[src/rtl/pect_pkg.sv]
// package for the ear clipping triangulator: widths, payload words, status codes
// no dependencies
package pect_pkg;

  localparam int MaxVerts  = 64;
  localparam int IdxBits   = 6;
  localparam int CntBits   = 7;
  localparam int CoordBits = 16;

  typedef enum logic [1:0] {
    StOk       = 2'd0,
    StTooFew   = 2'd1,
    StNoEar    = 2'd2,
    StOverflow = 2'd3
  } status_e;

  typedef struct packed {
    logic signed [CoordBits-1:0] vx;
    logic signed [CoordBits-1:0] vy;
    logic                        last_vertex;
  } vert_t;

  typedef struct packed {
    logic signed [CoordBits-1:0] ax;
    logic signed [CoordBits-1:0] ay;
    logic signed [CoordBits-1:0] bx;
    logic signed [CoordBits-1:0] by;
    logic signed [CoordBits-1:0] cx;
    logic signed [CoordBits-1:0] cy;
    logic [1:0]                  status;
    logic                        last_triangle;
  } tri_t;

  // datapath operations issued by the controller
  typedef enum logic [3:0] {
    OpNone,
    OpStore,     // write vertex at wr index
    OpAreaClr,   // clear area sum
    OpAreaRd,    // read coords of i and j
    OpAreaAcc,   // cross-term products for the area sum
    OpAreaAdd,   // add to sum
    OpOrdWr,     // write order entry
    OpTriRd,     // reset triple coordinate select
    OpTriCo,     // read coords of a, b, c
    OpCross,     // cross product of the triple
    OpPtRd,      // read order of candidate point
    OpPtCo,      // read candidate coords
    OpPtMul,     // sub-triangle products
    OpPtSum,     // sub-triangle sums
    OpShRd,      // read order entry for shift
    OpShWr       // write shifted order entry
  } op_e;

  typedef struct packed {
    op_e               op;
    logic [IdxBits-1:0] ia;
    logic [IdxBits-1:0] ib;
    logic [IdxBits-1:0] ic;
    logic [IdxBits-1:0] val;
  } cmd_t;

  typedef struct packed {
    logic area_pos;
    logic cross_neg;
    logic pt_inside;
  } stat_t;

endpackage

[src/rtl/pect_ctrl.sv]
// controller: load, orientation, ear scan sequencing and result strobe
// depends on pect_pkg
module pect_ctrl (
  input  logic            clk_i,
  input  logic            rst_ni,
  input  logic            start_i,
  input  pect_pkg::vert_t vert_i,
  input  pect_pkg::stat_t stat_i,
  input  pect_pkg::tri_t  tri_i,
  output pect_pkg::cmd_t  cmd_o,
  output logic            busy_o,
  output logic            done_o,
  output pect_pkg::tri_t  res_o
);
  import pect_pkg::*;

  typedef enum logic [4:0] {
    SIdle, SAreaRd, SAreaW1, SAreaMul, SAreaAdd, SOrd, STri, STriCo, SCross,
    SCrossW, SCrossChk, SPt, SPtCo, SPtMul, SPtSum, SPtChk, SEmit, SShift,
    SShiftW, SErr
  } state_e;

  state_e state_q;
  logic [CntBits-1:0] n_q, i_q, fail_q;
  logic [IdxBits-1:0] a_q, b_q, c_q, scan_q;
  logic [2:0]         k_q;
  logic               ovf_q;
  status_e            err_q;
  tri_t               res_q;
  logic               done_q;
  logic [CntBits-1:0] j_w, b1, c1, n1;

  assign busy_o = (state_q != SIdle);
  assign done_o = done_q;
  assign res_o  = res_q;

  assign j_w = (i_q + 1'b1 == n_q) ? '0 : i_q + 1'b1;
  assign n1  = n_q - 1'b1;
  assign b1  = ({1'b0, a_q} + 1'b1 >= n_q) ? '0 : {1'b0, a_q} + 1'b1;
  assign c1  = (b1 + 1'b1 >= n_q) ? '0 : b1 + 1'b1;

  always_comb begin
    cmd_o = '{op: OpNone, ia: '0, ib: '0, ic: '0, val: '0};
    case (state_q)
      SIdle: if (start_i) cmd_o = '{op: (n_q < CntBits'(MaxVerts)) ? OpStore : OpNone,
                                    ia: n_q[IdxBits-1:0], ib: '0, ic: '0, val: '0};
      SAreaRd:  cmd_o = '{op: OpAreaRd, ia: i_q[IdxBits-1:0], ib: j_w[IdxBits-1:0],
                          ic: '0, val: '0};
      SAreaMul: cmd_o.op = OpAreaAcc;
      SAreaAdd: cmd_o.op = OpAreaAdd;
      SOrd: cmd_o = '{op: OpOrdWr, ia: i_q[IdxBits-1:0], ib: '0, ic: '0,
                      val: stat_i.area_pos ? i_q[IdxBits-1:0] : IdxBits'(n1 - i_q)};
      SCrossChk: cmd_o.op = OpAreaClr;
      // order read for slot k, coords of the previous slot in flight
      STri: cmd_o = '{op: OpTriCo,
                      ia: (k_q == 3'd0) ? a_q : (k_q == 3'd1) ? b_q : c_q,
                      ib: '0, ic: '0, val: '0};
      STriCo: cmd_o = '{op: OpTriCo, ia: '0, ib: '0, ic: k_q[1:0],
                        val: (k_q == 3'd3) ? '0 : IdxBits'(k_q + 3'd1)};
      SCross: cmd_o.op = OpCross;
      SCrossW: cmd_o = '{op: OpPtMul, ia: '0, ib: '0, ic: 2'd1, val: '0};
      SPt:   cmd_o = '{op: OpPtRd, ia: i_q[IdxBits-1:0], ib: '0, ic: '0, val: '0};
      SPtCo: cmd_o.op = OpPtCo;
      SPtMul: cmd_o.op = OpPtMul;
      SPtSum: cmd_o.op = OpPtSum;
      SShift: cmd_o = '{op: OpShRd, ia: IdxBits'(i_q + 1'b1), ib: '0, ic: '0, val: '0};
      SShiftW: cmd_o = '{op: OpShWr, ia: i_q[IdxBits-1:0], ib: '0, ic: '0,
                         val: '0};
      default: ;
    endcase
  end

  always_ff @(posedge clk_i or negedge rst_ni) begin
    if (!rst_ni) begin
      state_q <= SIdle;
      n_q <= '0; i_q <= '0; fail_q <= '0; a_q <= '0; b_q <= '0; c_q <= '0;
      scan_q <= '0; k_q <= '0; ovf_q <= 1'b0; err_q <= StOk; done_q <= 1'b0;
      res_q <= '0;
    end else begin
      done_q <= (state_q == SEmit) || (state_q == SErr);
      case (state_q)
        SIdle: if (start_i) begin
          if (n_q < CntBits'(MaxVerts)) n_q <= n_q + 1'b1;
          else ovf_q <= 1'b1;
          if (vert_i.last_vertex) begin
            if (ovf_q || n_q >= CntBits'(MaxVerts)) begin
              err_q <= StOverflow; state_q <= SErr;
            end else if (n_q + 1'b1 < CntBits'(3)) begin
              err_q <= StTooFew; state_q <= SErr;
            end else begin
              i_q <= '0; state_q <= SAreaRd;
            end
          end
        end
        SAreaRd:  state_q <= SAreaMul;
        SAreaMul: state_q <= SAreaAdd;
        SAreaAdd: begin
          if (i_q == n1) begin i_q <= '0; state_q <= SOrd; end
          else begin i_q <= i_q + 1'b1; state_q <= SAreaRd; end
        end
        SOrd: begin
          if (i_q == n1) begin
            scan_q <= '0; fail_q <= '0; state_q <= SCrossChk;
            k_q <= 3'd7;
          end else i_q <= i_q + 1'b1;
        end
        SCrossChk: begin
          // start next triple
          a_q <= ({1'b0, scan_q} >= n_q) ? '0 : scan_q;
          k_q <= '0; state_q <= STri;
        end
        STri: begin
          if (k_q == 3'd0) begin
            b_q <= b1[IdxBits-1:0]; c_q <= c1[IdxBits-1:0];
            scan_q <= b1[IdxBits-1:0];
          end
          state_q <= STriCo;
        end
        STriCo: begin
          if (k_q == 3'd3) state_q <= SCross;
          else begin k_q <= k_q + 1'b1; state_q <= STri; end
        end
        SCross:  state_q <= SCrossW;
        SCrossW: begin
          i_q <= '0; state_q <= SPtChk;
          k_q <= 3'd1;
        end
        SPt:    state_q <= SPtCo;
        SPtCo:  state_q <= SPtMul;
        SPtMul: state_q <= SPtSum;
        SPtSum: begin k_q <= '0; state_q <= SPtChk; end
        SPtChk: begin
          if ((k_q == 3'd1 && stat_i.cross_neg) ||
              (k_q == 3'd0 && stat_i.pt_inside)) begin
            // not an ear
            if (fail_q + 1'b1 >= n_q) begin
              err_q <= StNoEar; state_q <= SErr;
            end else begin
              fail_q <= fail_q + 1'b1; state_q <= SCrossChk;
            end
          end else begin
            logic [CntBits-1:0] nx;
            nx = (k_q == 3'd1) ? i_q : i_q + 1'b1;
            if (nx == {1'b0, a_q} || nx == {1'b0, b_q} || nx == {1'b0, c_q})
              nx = nx + 1'b1;
            if (nx == {1'b0, a_q} || nx == {1'b0, b_q} || nx == {1'b0, c_q})
              nx = nx + 1'b1;
            if (nx == {1'b0, a_q} || nx == {1'b0, b_q} || nx == {1'b0, c_q})
              nx = nx + 1'b1;
            if (nx >= n_q) state_q <= SEmit;
            else begin i_q <= nx; state_q <= SPt; end
          end
        end
        SEmit: begin
          res_q <= '{ax: tri_i.ax, ay: tri_i.ay, bx: tri_i.bx, by: tri_i.by,
                     cx: tri_i.cx, cy: tri_i.cy, status: StOk,
                     last_triangle: (n_q == CntBits'(3))};
          fail_q <= '0;
          i_q <= {1'b0, b_q};
          if (n_q == CntBits'(3)) begin
            n_q <= '0; ovf_q <= 1'b0; state_q <= SIdle;
          end else if ({1'b0, b_q} + 1'b1 >= n_q) begin
            n_q <= n1; state_q <= SCrossChk;
          end else state_q <= SShift;
        end
        SShift: state_q <= SShiftW;
        SShiftW: begin
          if (i_q + 2'd2 >= n_q) begin n_q <= n1; state_q <= SCrossChk; end
          else begin i_q <= i_q + 1'b1; state_q <= SShift; end
        end
        SErr: begin
          res_q <= '{status: err_q, last_triangle: 1'b1, default: '0};
          n_q <= '0; ovf_q <= 1'b0; state_q <= SIdle;
        end
        default: state_q <= SIdle;
      endcase
    end
  end

endmodule

[config.mk]
export PLATFORM = sky130hd
export DESIGN_NAME = pect_ctrl
export DESIGN_NICKNAME = d
export VERILOG_FILES = /design/src/rtl/pect_pkg.sv /design/src/rtl/pect_ctrl.sv
export SDC_FILE = /design/constraint.sdc
export NUM_CORES = 1
export LEC_CHECK = 0
export ABC_AREA = 1
export BUFFER_PORTS_ARGS = -buffer_cell sky130_fd_sc_hd__buf_2
export CAP_MARGIN = 15
export CELL_PAD_IN_SITES_DETAIL_PLACEMENT = 1
export CELL_PAD_IN_SITES_GLOBAL_PLACEMENT = 1
export CORE_UTILIZATION = 42
export CTS_CLUSTER_DIAMETER = 80
export DETAILED_ROUTE_END_ITERATION = 8
export PLACE_DENSITY_LB_ADDON = 0.1
export SYNTH_ARGS = -nofsm -noshare
export SYNTH_HDL_FRONTEND = slang
export SYNTH_SLANG_ARGS = --single-unit
[constraint.sdc]
create_clock -name clk_i -period 14.6 [get_ports clk_i]
set_input_delay 3.65 -clock clk_i [delete_from_list [all_inputs] [get_ports clk_i]]
set_output_delay 3.65 -clock clk_i [all_outputs]
set_load 0.02 [all_outputs]
### Word level (Yosys, flattened, before mapping)

Index checks and enable logic that the tools add are counted.

* register bits: 156
* bits of input ports: 138
* logic and storage cells: 206

* $add $sub $neg: 14
* magnitude comparators: 10
* equal/unequal tests: 52
* multiplexer cells: 74
* reduce and logical (&&, ||, !) cells: 36

Operators by type and width (number)
* 99-bit one-hot mux with 2 select lines: 1
* 7-bit two-way mux: 28
* 24-bit one-hot mux with 8 select lines: 1
* 5-bit one-hot mux with 17 select lines: 1
* 7-bit by 6-bit equality test with 1-bit output: 9
* 4-bit one-hot mux with 14 select lines: 1
* 5-bit two-way mux: 11
* 7-bit by 1-bit adder with 7-bit output, second input constant: 7
* 7-bit one-hot mux with 7 select lines: 1
* 6-bit two-way mux: 8
* 7-bit greater-or-equal comparator: 6
* 5-bit by 4-bit equality test with 1-bit output, second input constant: 8
* 2-bit inequality test, second input constant: 17
* 7-bit one-hot mux with 4 select lines: 1
* 25-bit two-way mux: 1
* 7-bit one-hot mux with 3 select lines: 1
* 5-bit by 3-bit equality test with 1-bit output, second input constant: 4
* 5-bit equality test, second input constant: 4
* 6-bit by 1-bit adder with 7-bit output, second input constant: 2
* 7-bit equality test: 2
* 2-bit two-way mux: 6
* 3-bit one-hot mux with 4 select lines: 1
* 6-bit one-hot mux with 2 select lines: 1
* 2-bit OR reduction: 5
* 37 further kinds: 59

### Longest topological paths before layout

* word-level depth: 24
* mapped depth: 44

### Least setup slack after synthesis

Ideal clock, no wire load.

* path type: input port to output port
* from: input stat_i[2] in the netlist's numbering
* to: output cmd_o[3] in the netlist's numbering
* data arrival time: 4445 ps
* required time: 10950 ps
* slack: 6505 ps
* cell stages on the path: 4
* cells stage by stage: clkinv_1 -> nand2_1 -> o21ai_0 -> o21ai_0

RTL lines
* start: declaration: line pect_ctrl.sv:8 `input pect_pkg::stat_t stat_i,`
* end: declaration: line pect_ctrl.sv:10 `output pect_pkg::cmd_t cmd_o,`

==> impl_metrics.env <==
export IMPL_status="complete, but fails checks"
export IMPL_violations="design-rule violations"
export IMPL_multiInputGateArea_um2=6409
export IMPL_wl_met2_um=20700
export IMPL_dp_cells=2048
export IMPL_arrival_ns=5.02
export IMPL_drv_cap=0
export IMPL_clock_latency_ns=0.43
export IMPL_worstPathCellList="buf_2 -> inv_1 -> nor2_1 -> inv_1 -> o22ai_1 -> a31oi_1 -> o221ai_1 -> buf_2"
export IMPL_fin_area_um2=13240
export IMPL_routed_top_layer="met5"
export IMPL_drtIter0Drc=854
export IMPL_setup_tns_ns=0
export IMPL_drt_total_wl_um=43420
export IMPL_rsz0062_at_grt="false"
export IMPL_critical_path_max_stage_delay_ns=0.37
export IMPL_drv_slew=0
export IMPL_nets=1940
export IMPL_synthCells=1521
export IMPL_clock_root_buffer="clkbuf_16"
export IMPL_die_h_um=165.4
export IMPL_relSlewSlack_pct=27.55
export IMPL_dr_pass1_iters=7
export IMPL_seqCellArea_um2=3904
export IMPL_fmax_mhz=115.3
export IMPL_num_vias=11877
export IMPL_cts_tree="done"
export IMPL_grt_use_total_pct=32.44
export IMPL_synth_area_um2=11210
export IMPL_crit_family="buffers and inverters"
export IMPL_num_rows=59
export IMPL_hold_buffers=0
export IMPL_syn2layout_area_growth_pct=18.11
export IMPL_core_area_um2=26130
export IMPL_required_ns=10.95
export IMPL_avgSynthCellArea_um2=7.372
export IMPL_cts_buffers=17
export IMPL_grt_pass1_vias=12337
export IMPL_grt_antenna_before_repair=1
export IMPL_crit_fanout=5
export IMPL_routedLengthMet1_um=18720
export IMPL_power_leakage_uw=0.007273
export IMPL_yosysUniqueCellTypes=53
export IMPL_finalSetupViolCount=0
export IMPL_crit_buf_inv=4
export IMPL_dieArea_um2=27360
export IMPL_gp_congestion=0.9372
export IMPL_hold_violations=0
export IMPL_fin_crit_ns=8.674
export IMPL_yosysWarningCount=0
export IMPL_fin_total_pwr_uw=942.8
export IMPL_peakVddDrop_v=0.00006806
export IMPL_vias_per_cell=5.710
export IMPL_yosysSeqAreaShare_pct=34.81
export IMPL_ant_nets=0
export IMPL_grt_max_degree=97
export IMPL_grt_first_pass_wirelength_um=67480
export IMPL_place_ws_ns=5.989
export IMPL_cts_resized=0
export IMPL_port_buffers=227
export IMPL_drive_gt1_share_pct=18.68
export IMPL_antenna_cells=0
export IMPL_cts_sinks=156
export IMPL_ys_seq_elements=156
export IMPL_dp_hpwl_um=32880
export IMPL_fin_crit_sh_pct=59.41
export IMPL_fp_dieW_um=165.4
export IMPL_synth_async_sr_flop_share_pct=100.0
export IMPL_synth_ff_type="dfrtp_1"
export IMPL_post_dp_cell_area_um2=12650
export IMPL_max_slew_worst_pin_slew_ns=1.083
export IMPL_clk_path_buf_depth=2
export IMPL_htreeDepth=4
export IMPL_start_kind="input pin"
export IMPL_post_cts_buffers=0
export IMPL_fillers=3435
export IMPL_clock_skew_ns=0.009328
export IMPL_hp_class="flip-flop to flip-flop"
export IMPL_wl_met3_um=2934
export IMPL_io_pins=267
export IMPL_wl_per_cell_um=20.87
export IMPL_powerDensity_nw_per_um2=71.19
export IMPL_synth_edf_count=0
export IMPL_drc=8
export IMPL_worst_slack_ns=5.926
export IMPL_crit_path_end_kind="output port"
export IMPL_crit_type="input pin to output port"
export IMPL_instances_no_fill=2080
export IMPL_start_util_pct=42.91
export IMPL_overflow=0
export IMPL_cts_clk_slew_worst_paths_ns=0.07
export IMPL_cp_slowest_cell="nor2_1"
==> sequential cells by signal, indices dropped and copies added, names as in the netlist <==
register and cells:
a_q 6, b_q 6, c_q 6, done_o 1
err_q 2, fail_q 7, i_q 7, k_q 3
n_q 7, ovf_q 1, res_o 99, scan_q 6
state_q 5
==> through the flow <==
stage	utilization (%)	hold slack, ns
after floorplan	-	0.4729
after global placement	48.41	0.4688
after detailed placement	48.41	0.4813
after CTS	50.68	0.5041
after global routing	50.68	0.5186
final	50.68	0.5021
==> logic make-up (layout without fill, tap and decap cells) <==
kind of cell | Yosys count | in the layout | synth area share, %
compound gates | 268 | 268 | 15.62
xor+xnor | 48 | 48 | 3.749
fa+ha+maj | 70 | 70 | 7.878
buf+inv | 235 | 456 | 8.246
flops | 156 | 156 | 34.81
other cells | 1 | 4 | 0.03344
simple gates | 743 | 743 | 29.66
==> worst paths after layout <==
| check | end | slack (ns) | cells after the start | from |
|---|---|---|---|---|
| max in group asynchronous | res_o[68] | 9.91 | 2 | rst_ni |
| worst min-delay path | res_o[50] | 0.50 | 1 | res_o[50] |
| worst min register to register | res_o[50] | 0.50 | 1 | res_o[50] |
| worst max register to register | i_q[5] | 7.25 | 40 | k_q[1] |
| worst max-delay path | cmd_o[23] | 5.93 | 8 | start_i |
| min in group asynchronous | k_q[1] | 3.27 | 1 | rst_ni |
==> layer usage <==
| layer | global-route usage (%) | up-vias |
|---|---|---|
| met5 | 0 | - |
| met4 | 10.45 | 2 |
| met3 | 5.844 | 73 |
| met2 | 54.93 | 438 |
| met1 | 41.70 | 5860 |
| li1 | - | 5504 |
==> worst reg2reg max path, delay by kind of cell, from the launching register on <==
family	cells	cell delay (ns)
xor+xnor	2	0.58
fa+ha+maj	3	0.85
flops	1	0.40
simple gates	27	4.24
buf+inv	3	0.49
compound gates	5	0.70
==> final cells by class <==
type                       instances  area share [%]
clock buffer                      17           3.212
tap                              335           3.165
clock inverter                    15           1.266
multi-input combinational       1133           48.39
timing repair buffer             237           9.192
inverter                         187           5.300
sequential                       156           29.48
==> power breakdown <==
part	switching [µW]	internal, µW	total [µW]
Sequential	3.00	437	440
Clock	226	232	458
Combinational	27.9	17.4	45.2
==> synthesized netlist by cell type, types with 6 or more instances <==
library cell,number,area share (%)
inv_1,176,5.9
xor2_1,42,3.3
nand4_1,31,1.7
nand3_2,9,0.80
a21oi_1,35,1.6
o22ai_1,15,0.84
o21ai_0,102,4.6
nand2_1,325,11
nor3_1,17,0.76
a22o_1,68,5.3
nand2_2,19,1.1
clkbuf_1,30,1.0
xnor2_1,6,0.47
nor2_1,186,6.2
buf_4,8,0.54
nand3_1,131,5.8
o21a_1,8,0.54
o211ai_1,9,0.60
inv_2,8,0.27
ha_1,69,7.7
dfrtp_1,156,35
==> placed cells by master, fill, tap and decap left out, drive strengths merged, types with 3 or more instances in the layout <==
master  instances
inv           194
buf           237
a22oi           4
nor4            4
o221ai          5
clkbuf         17
o21a            8
nand3         144
ha             69
o21ai         103
nand2         347
o21bai          3
nor2          190
xnor2           6
clkinv          8
o22ai          15
a31oi           5
xor2           42
a22o           68
nand3b          3
nand4          35
a21oi          36
dfrtp         156
conb            4
nor3           17
o211ai          9
Note: power is estimated with default switching activity, not from simulation.
